<file path="config.mk">
export PLATFORM = sky130hd
export DESIGN_NAME = joystick_deadzone_event_history_top
export DESIGN_NICKNAME = d
export VERILOG_FILES = /design/src/design/jdeh_pkg.sv /design/src/design/jdeh_sqdiv.sv /design/src/design/jdeh_hist.sv /design/src/design/joystick_deadzone_event_history_top.sv
export SDC_FILE = /design/constraint.sdc
export NUM_CORES = 2
export LEC_CHECK = 0
export BUFFER_PORTS_ARGS = -buffer_cell sky130_fd_sc_hd__buf_2
export CORE_ASPECT_RATIO = 0.75
export CORE_MARGIN = 5
export CORE_UTILIZATION = 63
export CTS_BUF_LIST = sky130_fd_sc_hd__clkbuf_4 sky130_fd_sc_hd__clkbuf_8
export CTS_CLUSTER_SIZE = 16
export DETAILED_ROUTE_END_ITERATION = 6
export MAX_ROUTING_LAYER = met4
export PLACE_DENSITY_LB_ADDON = 0.3
export SYNTH_ARGS = -nofsm -noshare
export SYNTH_HDL_FRONTEND = slang
export SYNTH_SLANG_ARGS = --single-unit
export TNS_END_PERCENT = 50
</file>
<file path="constraint.sdc">
create_clock -name clk -period 9.9 [get_ports clk]
set_clock_uncertainty 0.05 [all_clocks]
set_input_delay 1.98 -clock clk [delete_from_list [all_inputs] [get_ports clk]]
set_output_delay 1.98 -clock clk [all_outputs]
set_load 0.005 [all_outputs]
</file>
<file path="src/design/jdeh_pkg.sv">
`timescale 1ns / 1ps
`default_nettype none

package jdeh_pkg;

    localparam int HISTORY_DEPTH_DEF = 16;

    localparam int CODE_W  = 6;
    localparam int RAW_W   = 16;
    localparam int DEPTH_W = 17;
    localparam int SEQ_W   = 32;
    localparam int IDX_W   = 4;
    localparam int DZ_W    = 15;
    localparam int CNT_OUT_W = 5;

    localparam int IN_DATA_W  = 64;
    localparam int IN_USER_W  = 2;
    localparam int OUT_DATA_W = 80;

    // squaring + fraction bits of the quotient
    localparam int FRAC_W    = 15;
    localparam int SQ_W      = 2 * FRAC_W;
    localparam int DIV_STEPS = FRAC_W;

    localparam logic [DZ_W-1:0]    DZ_CAP    = 15'd32000;
    localparam logic [DZ_W-1:0]    AXIS_FULL = 15'h7FFF;
    localparam logic [DEPTH_W-1:0] DEPTH_ONE = 17'd32768;

    typedef struct packed {
        logic [CODE_W-1:0]         code;
        logic signed [DEPTH_W-1:0] depth;
        logic [SEQ_W-1:0]          seq;
    } hist_entry_t;

    localparam int ENTRY_W = $bits(hist_entry_t);

    typedef struct packed {
        logic        wr_en;
        logic        rd_en;
        logic [IDX_W-1:0] rd_index;
        hist_entry_t wr_entry;
    } hist_req_t;

    typedef struct packed {
        logic        rd_valid;
        hist_entry_t rd_entry;
    } hist_rsp_t;

    typedef enum logic [2:0] {
        ST_IDLE,
        ST_PREP,
        ST_CHECK,
        ST_DIV,
        ST_WRITE,
        ST_READ,
        ST_OUT
    } state_t;

endpackage

`default_nettype wire

</file>
<file path="src/design/jdeh_sqdiv.sv">
`timescale 1ns / 1ps
`default_nettype none

// Shared square / divide unit: squares t, squares d with one multiplier,
// then restoring division of t^2 * 2^15 by d^2, one quotient bit per cycle.
module jdeh_sqdiv (
    input  wire logic clk,
    input  wire logic rst_n,
    input  wire logic start,
    input  wire logic [jdeh_pkg::FRAC_W-1:0] t_in,
    input  wire logic [jdeh_pkg::FRAC_W-1:0] d_in,
    output logic done,
    output logic [jdeh_pkg::FRAC_W-1:0] quo
);
    import jdeh_pkg::*;

    localparam int STEP_W = $clog2(DIV_STEPS + 2);
    localparam logic [STEP_W-1:0] STEP_SQ_T = STEP_W'(0);
    localparam logic [STEP_W-1:0] STEP_SQ_D = STEP_W'(1);
    localparam logic [STEP_W-1:0] STEP_LAST = STEP_W'(DIV_STEPS + 1);

    logic                busy_reg, busy_next;
    logic                done_reg, done_next;
    logic [STEP_W-1:0]   step_reg, step_next;
    logic [FRAC_W-1:0]   t_reg, d_reg;
    logic [SQ_W-1:0]     rem_reg, rem_next;
    logic [SQ_W-1:0]     den_reg, den_next;
    logic [FRAC_W-1:0]   quo_reg, quo_next;

    logic [FRAC_W-1:0]   mul_op;
    logic [SQ_W-1:0]     product;
    logic [SQ_W:0]       rem_shift;
    logic                fits;

    assign mul_op    = (step_reg == STEP_SQ_T) ? t_reg : d_reg;
    assign product   = mul_op * mul_op;
    assign rem_shift = {rem_reg, 1'b0};
    assign fits      = rem_shift >= {1'b0, den_reg};

    always_comb
    begin
        busy_next = busy_reg;
        step_next = step_reg;
        done_next = 1'b0;
        rem_next  = rem_reg;
        den_next  = den_reg;
        quo_next  = quo_reg;
        if (start && !busy_reg)
        begin
            busy_next = 1'b1;
            step_next = STEP_SQ_T;
        end
        else if (busy_reg)
        begin
            step_next = step_reg + STEP_W'(1);
            if (step_reg == STEP_SQ_T)
            begin
                rem_next = product;
            end
            else if (step_reg == STEP_SQ_D)
            begin
                den_next = product;
                quo_next = '0;
            end
            else
            begin
                // remainder stays below den, so the difference fits SQ_W bits
                rem_next = fits ? SQ_W'(rem_shift - {1'b0, den_reg}) : rem_shift[SQ_W-1:0];
                quo_next = {quo_reg[FRAC_W-2:0], fits};
            end
            if (step_reg == STEP_LAST)
            begin
                busy_next = 1'b0;
                done_next = 1'b1;
            end
        end
    end

    always_ff @(posedge clk or negedge rst_n)
    begin
        if (!rst_n)
        begin
            busy_reg <= 1'b0;
            done_reg <= 1'b0;
            step_reg <= '0;
        end
        else
        begin
            busy_reg <= busy_next;
            done_reg <= done_next;
            step_reg <= step_next;
        end
    end

    always_ff @(posedge clk)
    begin
        if (start && !busy_reg)
        begin
            t_reg <= t_in;
            d_reg <= d_in;
        end
        rem_reg <= rem_next;
        den_reg <= den_next;
        quo_reg <= quo_next;
    end

    assign done = done_reg;
    assign quo  = quo_reg;

`ifndef ASSERT_OFF
    a_done_single: assert property (@(posedge clk) disable iff (!rst_n)
        done_reg |=> !done_reg)
        else $error("sqdiv done held for more than one cycle");
    a_done_after_busy: assert property (@(posedge clk) disable iff (!rst_n)
        done_reg |-> $past(busy_reg) && !busy_reg)
        else $error("sqdiv done without a finished run");
    a_start_runs: assert property (@(posedge clk) disable iff (!rst_n)
        (start && !busy_reg) |=> busy_reg && (step_reg == STEP_SQ_T))
        else $error("sqdiv start did not begin a run");
`endif

endmodule

`default_nettype wire

</file>
<file path="src/design/jdeh_hist.sv">
`timescale 1ns / 1ps
`default_nettype none

// Circular history of recorded events; index 0 on reads is the oldest.
module jdeh_hist #(
    parameter int DEPTH = jdeh_pkg::HISTORY_DEPTH_DEF,
    localparam int IW = (DEPTH > 1) ? $clog2(DEPTH) : 1,
    localparam int CW = $clog2(DEPTH + 1)
) (
    input  wire logic clk,
    input  wire logic rst_n,
    input  wire jdeh_pkg::hist_req_t req,
    output jdeh_pkg::hist_rsp_t rsp,
    output logic [CW-1:0] fill
);
    import jdeh_pkg::*;

    localparam int SW = ((IW > IDX_W) ? IW : IDX_W) + 1;
    localparam logic [SW-1:0] DEPTH_S = SW'(DEPTH);
    localparam logic [IW-1:0] HEAD_LAST = IW'(DEPTH - 1);
    localparam logic [CW-1:0] FILL_FULL = CW'(DEPTH);

    logic [ENTRY_W-1:0] mem [DEPTH];

    logic [IW-1:0]      head_reg, head_next;
    logic [CW-1:0]      fill_reg, fill_next;
    logic               rd_valid_reg;
    logic [ENTRY_W-1:0] rd_data_reg;

    logic               full;
    logic [SW-1:0]      wr_sum, rd_sum, wr_wrap, rd_wrap;
    logic [IW-1:0]      wr_slot, rd_slot;
    logic               rd_hit;

    assign full    = fill_reg == FILL_FULL;
    assign wr_sum  = SW'(head_reg) + SW'(fill_reg);
    assign rd_sum  = SW'(head_reg) + SW'(req.rd_index);
    assign wr_wrap = (wr_sum >= DEPTH_S) ? wr_sum - DEPTH_S : wr_sum;
    assign rd_wrap = (rd_sum >= DEPTH_S) ? rd_sum - DEPTH_S : rd_sum;
    assign wr_slot = full ? head_reg : wr_wrap[IW-1:0];
    assign rd_slot = rd_wrap[IW-1:0];
    assign rd_hit  = SW'(req.rd_index) < SW'(fill_reg);

    always_comb
    begin
        head_next = head_reg;
        fill_next = fill_reg;
        if (req.wr_en)
        begin
            if (full)
            begin
                head_next = (head_reg == HEAD_LAST) ? '0 : head_reg + IW'(1);
            end
            else
            begin
                fill_next = fill_reg + CW'(1);
            end
        end
    end

    always_ff @(posedge clk or negedge rst_n)
    begin
        if (!rst_n)
        begin
            head_reg     <= '0;
            fill_reg     <= '0;
            rd_valid_reg <= 1'b0;
        end
        else
        begin
            head_reg <= head_next;
            fill_reg <= fill_next;
            if (req.rd_en)
            begin
                rd_valid_reg <= rd_hit;
            end
        end
    end

    always_ff @(posedge clk)
    begin
        if (req.wr_en)
        begin
            mem[wr_slot] <= req.wr_entry;
        end
        if (req.rd_en)
        begin
            rd_data_reg <= mem[rd_slot];
        end
    end

    assign rsp  = {rd_valid_reg, rd_data_reg};
    assign fill = fill_reg;

`ifndef ASSERT_OFF
    a_fill_bound: assert property (@(posedge clk) disable iff (!rst_n)
        fill_reg <= FILL_FULL)
        else $error("history fill beyond depth");
    a_head_moves_only_full: assert property (@(posedge clk) disable iff (!rst_n)
        (req.wr_en && !full) |=> (head_reg == $past(head_reg))
            && (fill_reg == $past(fill_reg) + CW'(1)))
        else $error("append into non-full history moved head or missed fill");
    a_full_stays: assert property (@(posedge clk) disable iff (!rst_n)
        full |=> full)
        else $error("full history lost entries");
`endif

endmodule

`default_nettype wire

</file>
<file path="src/design/joystick_deadzone_event_history_top.sv">
`timescale 1ns / 1ps
`default_nettype none

// Joystick deadzone and event history. An input word with tuser func = 0 is a
// change event: axis inputs get depth ((|v|-dz)/(32767-dz))^2 in Q1.15, clamped
// to 1.0 and zero inside the deadzone (dz = min(cfg, 32000)); buttons pass
// their value through. Events with positive depth are appended to a circular
// history of HISTORY_DEPTH entries, dropping the oldest when full. func = 1
// reads history entry read_index (0 = oldest). One item is in flight at a time:
// an axis event that needs the quotient runs prep, check, a divide step that
// waits on the shared square/divide unit (two squarings, one quotient bit per
// cycle, then a done strobe), write and output steps; an axis event inside
// the deadzone or at full scale goes from check straight to write, buttons go
// to write and reads to a read step (the history RAM read is registered). The
// output word is registered, so the next item is accepted while a result waits
// for m_tready; that item then holds in its output step until the word is taken.
module joystick_deadzone_event_history_top #(
    parameter int HISTORY_DEPTH = jdeh_pkg::HISTORY_DEPTH_DEF
) (
    input  wire logic clk,
    input  wire logic rst_n,
    // config: deadzone_level
    input  wire logic cfg_valid,
    output logic cfg_ready,
    input  wire logic [jdeh_pkg::DZ_W-1:0] cfg_data,
    input  wire logic s_tvalid,
    output logic s_tready,
    // input_code[5:0], raw_value[21:6], sequence_number[53:22], read_index[57:54]
    input  wire logic [jdeh_pkg::IN_DATA_W-1:0] s_tdata,
    // func[0], is_axis[1]
    input  wire logic [jdeh_pkg::IN_USER_W-1:0] s_tuser,
    output logic m_tvalid,
    input  wire logic m_tready,
    // depth_out[16:0], recorded[17], entry_valid[18], entry_code[24:19],
    // entry_depth[41:25], entry_sequence[73:42], history_count[78:74]
    output logic [jdeh_pkg::OUT_DATA_W-1:0] m_tdata
);
    import jdeh_pkg::*;

    localparam int CW = $clog2(HISTORY_DEPTH + 1);

    state_t state_reg, state_next;

    logic [DZ_W-1:0]           dz_level_reg;
    logic                      func_reg;
    logic                      axis_reg;
    logic [CODE_W-1:0]         code_reg;
    logic signed [RAW_W-1:0]   raw_reg;
    logic [SEQ_W-1:0]          seq_reg;
    logic [IDX_W-1:0]          idx_reg;
    logic signed [DEPTH_W-1:0] t_reg;
    logic [DZ_W-1:0]           d_reg;
    logic signed [DEPTH_W-1:0] depth_reg;
    logic                      out_valid_reg;
    logic [OUT_DATA_W-1:0]     out_data_reg;

    logic                      in_accept;
    logic                      div_start;
    logic                      out_load;
    logic                      div_done;
    logic [FRAC_W-1:0]         div_quo;
    logic                      t_neg;
    logic                      t_sat;
    logic                      depth_pos;
    logic [DZ_W-1:0]           dz_eff;
    logic [DEPTH_W-1:0]        raw_ext;
    logic [DEPTH_W-1:0]        mag;
    hist_req_t                 hreq;
    hist_rsp_t                 hrsp;
    logic [CW-1:0]             hfill;
    logic [CW+CNT_OUT_W-1:0]   fill_ext;
    hist_entry_t               rd_entry;
    logic [OUT_DATA_W-1:0]     out_word;

    assign cfg_ready = 1'b1;
    assign in_accept = s_tvalid && s_tready;

    assign dz_eff    = (dz_level_reg > DZ_CAP) ? DZ_CAP : dz_level_reg;
    assign raw_ext   = {raw_reg[RAW_W-1], raw_reg};
    assign mag       = raw_reg[RAW_W-1] ? DEPTH_W'(-raw_ext) : raw_ext;
    assign t_neg     = t_reg < 0;
    assign t_sat     = t_reg >= $signed({2'b00, d_reg});
    assign depth_pos = depth_reg > 0;

    // next state
    always_comb
    begin
        state_next = state_reg;
        case (state_reg)
            ST_IDLE:
            begin
                if (s_tvalid)
                begin
                    if (s_tuser[0])
                        state_next = ST_READ;
                    else if (s_tuser[1])
                        state_next = ST_PREP;
                    else
                        state_next = ST_WRITE;
                end
            end
            ST_PREP:  state_next = ST_CHECK;
            ST_CHECK: state_next = (t_neg || t_sat) ? ST_WRITE : ST_DIV;
            ST_DIV:   state_next = div_done ? ST_WRITE : ST_DIV;
            ST_WRITE: state_next = ST_OUT;
            ST_READ:  state_next = ST_OUT;
            ST_OUT:   state_next = (!out_valid_reg || m_tready) ? ST_IDLE : ST_OUT;
            default:  state_next = ST_IDLE;
        endcase
    end

    // outputs of the sequencer
    always_comb
    begin
        s_tready            = 1'b0;
        div_start           = 1'b0;
        out_load            = 1'b0;
        hreq.wr_en          = 1'b0;
        hreq.rd_en          = 1'b0;
        hreq.rd_index       = idx_reg;
        hreq.wr_entry.code  = code_reg;
        hreq.wr_entry.depth = depth_reg;
        hreq.wr_entry.seq   = seq_reg;
        case (state_reg)
            ST_IDLE:  s_tready = 1'b1;
            ST_CHECK: div_start = !t_neg && !t_sat;
            ST_WRITE: hreq.wr_en = depth_pos;
            ST_READ:  hreq.rd_en = 1'b1;
            ST_OUT:   out_load = !out_valid_reg || m_tready;
            default:  s_tready = 1'b0;
        endcase
    end

    jdeh_sqdiv u_sqdiv (
        .clk   (clk),
        .rst_n (rst_n),
        .start (div_start),
        .t_in  (t_reg[FRAC_W-1:0]),
        .d_in  (d_reg),
        .done  (div_done),
        .quo   (div_quo)
    );

    jdeh_hist #(
        .DEPTH (HISTORY_DEPTH)
    ) u_hist (
        .clk   (clk),
        .rst_n (rst_n),
        .req   (hreq),
        .rsp   (hrsp),
        .fill  (hfill)
    );

    assign fill_ext = (CW + CNT_OUT_W)'(hfill);
    assign rd_entry = hrsp.rd_valid ? hrsp.rd_entry : '0;

    always_comb
    begin
        out_word = '0;
        if (func_reg)
        begin
            out_word[18]    = hrsp.rd_valid;
            out_word[24:19] = rd_entry.code;
            out_word[41:25] = rd_entry.depth;
            out_word[73:42] = rd_entry.seq;
        end
        else
        begin
            out_word[16:0] = depth_reg;
            out_word[17]   = depth_pos;
        end
        out_word[78:74] = fill_ext[CNT_OUT_W-1:0];
    end

    always_ff @(posedge clk or negedge rst_n)
    begin
        if (!rst_n)
        begin
            state_reg     <= ST_IDLE;
            dz_level_reg  <= 15'd3276;
            out_valid_reg <= 1'b0;
        end
        else
        begin
            state_reg <= state_next;
            if (cfg_valid && cfg_ready)
            begin
                dz_level_reg <= cfg_data;
            end
            if (out_load)
            begin
                out_valid_reg <= 1'b1;
            end
            else if (m_tready)
            begin
                out_valid_reg <= 1'b0;
            end
        end
    end

    always_ff @(posedge clk)
    begin
        if (in_accept)
        begin
            func_reg  <= s_tuser[0];
            axis_reg  <= s_tuser[1];
            code_reg  <= s_tdata[5:0];
            raw_reg   <= s_tdata[21:6];
            seq_reg   <= s_tdata[53:22];
            idx_reg   <= s_tdata[57:54];
            // button depth is the raw value itself
            depth_reg <= {s_tdata[21], s_tdata[21:6]};
        end
        if (state_reg == ST_PREP)
        begin
            t_reg <= $signed(mag - {2'b00, dz_eff});
            d_reg <= AXIS_FULL - dz_eff;
        end
        if (state_reg == ST_CHECK && axis_reg)
        begin
            if (t_neg)
                depth_reg <= '0;
            else if (t_sat)
                depth_reg <= DEPTH_ONE;
        end
        if (state_reg == ST_DIV && div_done)
        begin
            depth_reg <= {2'b00, div_quo};
        end
        if (out_load)
        begin
            out_data_reg <= out_word;
        end
    end

    assign m_tvalid = out_valid_reg;
    assign m_tdata  = out_data_reg;

`ifndef ASSERT_OFF
    a_one_in_flight: assert property (@(posedge clk) disable iff (!rst_n)
        in_accept |=> !s_tready)
        else $error("second item accepted while one is in flight");
    a_div_only_axis: assert property (@(posedge clk) disable iff (!rst_n)
        div_start |-> axis_reg && !func_reg)
        else $error("divider started for a non-axis item");
    a_write_only_event: assert property (@(posedge clk) disable iff (!rst_n)
        hreq.wr_en |-> !func_reg && depth_pos)
        else $error("history written by a read or non-positive depth");
`endif

endmodule

`default_nettype wire

</file>
# --- Yosys cells after proc, flatten, opt, wreduce, memory -nomap -nowiden ---
# Memory sizes are Yosys's and may differ from the RTL's. A register that Yosys moved wholly into a read port is not among the register bits.
# Index checks and enable logic that the tools add are counted.
totals:
  latchBits: 0
  memories: 1
  in_bits: 86
  output_inout_bits: 83
  rom_bits: 0
  reg_bits: 329
  mem_bits_rw: 880
  elab_cells: 125
mem_list:
  columns: ["name", "words", "word_bits", "read_ports", "rd_ports_with_merged_regs", "write_ports", "line_no", "source"]
  rows:
  - ["u_hist.mem", 16, 55, 1, 1, 1, "jdeh_hist.sv:23", "logic [ENTRY_W-1:0] mem [DEPTH];"]
classes:
  muxes: 39
  eq_ne: 12
  n_div: 0
  addsub: 11
  n_mul: 1
  n_reduce_logical: 22
  shifts: 0
  bitwise_logic: 3
  n_lt_le_gt_ge: 8
op_table:
  columns: ["operator", "count"]
  rows:
  - ["$mux W30", 3]
  - ["$mux W17", 5]
  - ["$mux W15", 3]
  - ["$ge A31 B30 Y1", 1]
  - ["$mul A15 B15 Y30", 1]
  - ["$sub A30 B30 Y30", 1]
  - ["$mux W3", 6]
  - ["$pmux W3 S6", 1]
  - ["$ge A17 B16 Y1", 1]
  - ["$gt A17 B1 Y1 const B", 1]
  - ["$lt A17 B1 Y1 const B", 1]
  - ["$neg A17 Y17", 1]
  - ["$sub A17 B15 Y17", 1]
  - ["$mux W4", 4]
  - ["$gt A15 B15 Y1 const B", 1]
  - ["$mux W1", 15]
  - ["$sub A15 B15 Y15 const A", 1]
  - ["$add A5 B1 Y5 const B", 2]
  - ["$eq A5 B5 Y1 const B", 2]
  - ["$ge A5 B5 Y1 const B", 2]
  - ["$mux W5", 2]
  - ["$eq A3 B3 Y1 const B", 3]
  - ["$sub A4 B1 Y4 const B", 2]
  - ["$eq A3 B2 Y1 const B", 2]
  - ["other kinds (20)", 34]

# --- Longest topological paths before layout ---
depth:
  ltp_word: 8
  ltp_mapped: 31

# --- Cells and area by module ---
# A second synthesis with hierarchy kept.
unflattened:
  cells_unflattened: 3502
  hier_area_um2: 56978.4
modules_own_cells:
  columns: ["mod", "seq_area_each_um2", "instances", "cells_per_inst", "area_each_um2"]
  rows:
  - ["jdeh_hist", 28327.2, 1, 1626, 36054.6]
  - ["jdeh_sqdiv", 3298.2, 1, 1240, 12029.0]
  - ["joystick_deadzone_event_history_top", 5958.2, 1, 636, 8894.8]

# --- Worst setup path after synthesis ---
# No wires, ideal clock.
synth_timing:
  path_type: "register to register"
  start: "register u_sqdiv.step_reg[0]"
  end: "register u_sqdiv.rem_reg[27], data pin"
  stages_incl_launch_ff: 30
  period_less_slack_ns: 7.342
  t_arrival_ns: 7.037
  n_path_buf: 2
  path_slack_ns: 2.558
  cell_sequence: "dfrtp_1 -> inv_1 -> ha_1 -> nand3_1 -> clkbuf_1 -> mux2i_1 -> inv_1 -> clkbuf_1 -> nand2_1 -> fa_1 -> fa_1 -> inv_1 -> fa_1 -> inv_1 -> fa_1 -> inv_1 -> fa_1 -> inv_1 -> fa_1 -> inv_1 -> ha_1 -> a211oi_1 -> o211ai_1 -> a31oi_1 -> a22oi_2 -> a31oi_1 -> or2_1 -> o21ai_1 -> xnor2_1 -> o21a_1"
synth_between:
  elab_chain_cells: 4
synth_lines:
  columns: ["item", "line_no", "source"]
  rows:
  - ["from (decl)", "jdeh_sqdiv.sv:24", "logic [STEP_W-1:0] step_reg, step_next;"]
  - ["from (signal assigned)", "jdeh_sqdiv.sv:91", "step_reg <= step_next;"]
  - ["$logic_not A5 Y1", "jdeh_sqdiv.sv:35", "assign mul_op = (step_reg == STEP_SQ_T) ? t_reg : d_reg;"]
  - ["$mux W15", "jdeh_sqdiv.sv:35", null]
  - ["$mul A15 B15 Y30", "jdeh_sqdiv.sv:36", "assign product = mul_op * mul_op;"]
  - ["named net u_sqdiv.product[27]", "jdeh_sqdiv.sv:31", "logic [SQ_W-1:0] product;"]
  - ["$mux W30", "jdeh_sqdiv.sv:56", "if (step_reg == STEP_SQ_T)"]
  - ["to (signal assigned)", "jdeh_sqdiv.sv:102", "rem_reg <= rem_next;"]
  - ["to (decl)", "jdeh_sqdiv.sv:26", "logic [SQ_W-1:0] rem_reg, rem_next;"]
# The timed path passes the listed nets, and every way through them passes these cells.
# A chain may end at the register's enable or synchronous reset.

# --- Worst setup path in the final report ---
# Ends and elaborated chain as after synthesis.

==> results_dict.tcl <==
set metrics [dict create \
    overflow 0 \
    io_buffers 160 \
    syn_nets 3909 \
    slew_headroom_pct 19.2 \
    start_util_pct 63.3 \
    cts-resized-gates 0 \
    synth_xor_area_share_pct 1.45 \
    cts_made_buffers 181 \
    synth_flop_cell "edfxtp_1" \
    grt_max_degree 158 \
    async_reset_ff_share_pct 2.85 \
    drive_gt1_share_pct 20.1 \
    area_growth_pct 10.5 \
    synthTopCellsByArea "edfxtp_1 64%, mux4_2 8.8%, fa_1 4.9%" \
    status "complete, no violations" \
    ant_nets 0 \
    nNetsFinal 4145 \
    io_pins 169 \
    synth_compound_area_share_pct 5.08 \
    cp-start-kind "flip-flop" \
    clock.fmax_mhz 119 \
    viasPerCell 6.14 \
    cpMostUsedCell "inv_1" \
    synthMuxAreaShare_pct 9.61 \
    yosys.area.top_type "edfxtp_1" \
    cts_tree "built" \
    slowest_delay_ns 0.60 \
    synthMostInstantiatedCell "edfxtp_1" \
    drc 0 \
    largest_register_ffs 880 \
    dp_hpwl_microns 72300 \
    cts_num_sinks 1263 \
    fin_area_sq_mm 0.0625 \
    rsz0062_at_grt "no" \
    die_w_microns 356 \
    worst_pin_slew_ns 1.21 \
    synth_top_family_by_area "multiplexers" \
    antenna_found_initial 2 \
    crit_arrival_ns 8.95 \
    end_kind "flip-flop" \
    min_period_over_period_pct 84.8 \
    synth_cell_types 77 \
    cts_root_buf "clkbuf_8" \
    setup-tns-final_ns 0 \
    setup-violations-final 0 \
    dpl-instance-area_sq_mm 0.0589 \
    post-cts-setup-buffers 0 \
    clock_path_buffers 3 \
    hold_viol_final 0 \
    rows 95 \
    synthCells 3521 \
    avgSynthCellArea_sq_um 16.1 \
    ys_warn_count 0 \
    grt_pass1_vias 31300 \
    synthAdderAreaFrac_pct 8.50 \
    cts_hold_buf 0 \
    wl_per_cell_microns 24.4 \
    gp_congestion 0.910 \
    via_count 31400 \
    synth_common_cells "1210 x edfxtp_1, 293 x nand2_1, 291 x inv_1" \
    synth_simple_gate_area_share_pct 5.87 \
    synth-edff-count 1210 \
    path_class "flip-flop to flip-flop" \
    clk_pin_slew_ns 0.07 \
    drt_wl_total_microns 125000 \
    grt_pass1_wl_microns 189000 \
    hold_path.class "flip-flop to flip-flop" \
    fillers 5666 \
    drt-initial-drc-count 3153 \
    core_area_sq_mm 0.0894 \
    h-tree-depth 4 \
    ys_seq_area_share_pct 66.4 \
    clk_latency_ns 0.86 \
    crit_fanout 62 \
    die_y_microns 270 \
    ys_seq_elements 1263 \
    cp_slowest_cell "buf_4" \
    synth_area_sq_mm 0.0566 \
    maxCapViolations 0 \
    dr.pass1.iters 5 \
    post-route-min-period_ns 8.40 \
    synth_top_area_share_pct 64.2 \
    fp.dieArea_sq_mm 0.0960 \
    reg2reg_slack_ns 1.50 \
    required_ns 10.45 \
    finalMaxSlewViolations 0 \
    grtUsageTotal_pct 27.0 \
]
## path summary, 6_finish.rpt
kind	from	to	depth (start not counted)
max in group asynchronous	rst_n	u_hist.rd_valid_reg	1
worst max-delay path	u_sqdiv.step_reg[0]	u_sqdiv.rem_reg[27]	30
worst min-delay path	u_sqdiv.quo[14]	depth_reg[14]	2
worst min register to register	u_sqdiv.quo[14]	depth_reg[14]	2
worst max register to register	u_sqdiv.step_reg[0]	u_sqdiv.rem_reg[27]	30
min in group asynchronous	rst_n	state_reg[1]	1
## final cells by class
class | count | area, sq um | share of cell area, %
Sequential cell | 1263 | 37600 | 60.1
Multi-Input combinational cell | 1811 | 17500 | 28.0
Clock buffer | 259 | 3100 | 4.95
Tap cell | 1212 | 1520 | 2.42
Timing Repair Buffer | 206 | 1180 | 1.89
Inverter | 294 | 1100 | 1.77
Clock inverter | 71 | 564 | 0.902
Antenna cell | 2 | 5.00 | 0.00800
## through the flow
step | setup slack [ns] | hold WS (ns) | utilization [%] | instances
global route | 0.987 | 0.392 | 70.0 | 5117
CTS | 1.62 | 0.369 | 70.0 | 5116
floorplan | 2.56 | 0.368 | - | 3521
global placement | 1.79 | 0.381 | 65.9 | 4786
finish | 1.50 | 0.366 | 70.0 | 5118
detailed placement | 1.68 | 0.391 | 65.9 | 4786
## worst max-delay path, delay by kind of cell, from the launching register on
family | cells | cell delay (ns)
xor+xnor | 1 | 0.15
fa+ha+maj | 8 | 3.28
flops | 1 | 0.43
compound gates | 7 | 1.66
simple gates | 5 | 1.12
buf+inv | 9 | 1.44
## logic make-up after synthesis
logic type / count (synthesis)
other: 2
AO/OA/AOI/OAI: 440
adder cells (fa/ha/maj): 302
XOR/XNOR: 94
AND/OR/NAND/NOR: 706
multiplexers: 267
flip-flops: 1263
buffers and inverters: 447
## cells in the final DEF (no fill, tap or decap), types with 9 or more instances in the layout
cell,synthesis,layout
nor4_1,9,9
fa_1,138,137
inv_1,291,290
o31ai_1,21,21
dfrtp_1,30,29
buf_2,25,160
or3_1,9,9
nor2_1,138,120
o21ai_0,54,54
buf_4,4,43
o21ai_1,12,12
a211oi_1,66,66
o21a_1,20,20
and2_1,63,63
xor2_1,21,20
nand3_1,22,21
nand2_1,293,293
a21o_1,37,37
clkinv_1,3,39
mux4_2,220,220
clkinv_2,0,16
nand3b_1,10,10
nor2_4,0,17
mux2i_1,34,34
nand4_1,12,12
and3_1,66,65
edfxtp_1,1210,1210
clkbuf_4,0,75
ha_1,164,163
o21bai_1,12,12
xnor2_1,73,71
clkbuf_8,0,184
a21oi_1,101,101
mux2_2,13,13
dfxtp_1,17,17
nor3_1,15,15
a31oi_1,65,65
nor2b_1,45,44
## layer usage
layer | part of all wire [%] | GRT usage, % | vias to the layer above
met5 | 0 | - | -
met4 | 2.3 | 7.64 | 0
met3 | 11 | 6.08 | 187
met2 | 45 | 38.5 | 1632
met1 | 42 | 40.2 | 15900
li1 | - | - | 13700
Power is not shown: default switching activity piles up to over one toggle a cycle in this logic, so the estimate is an artifact.
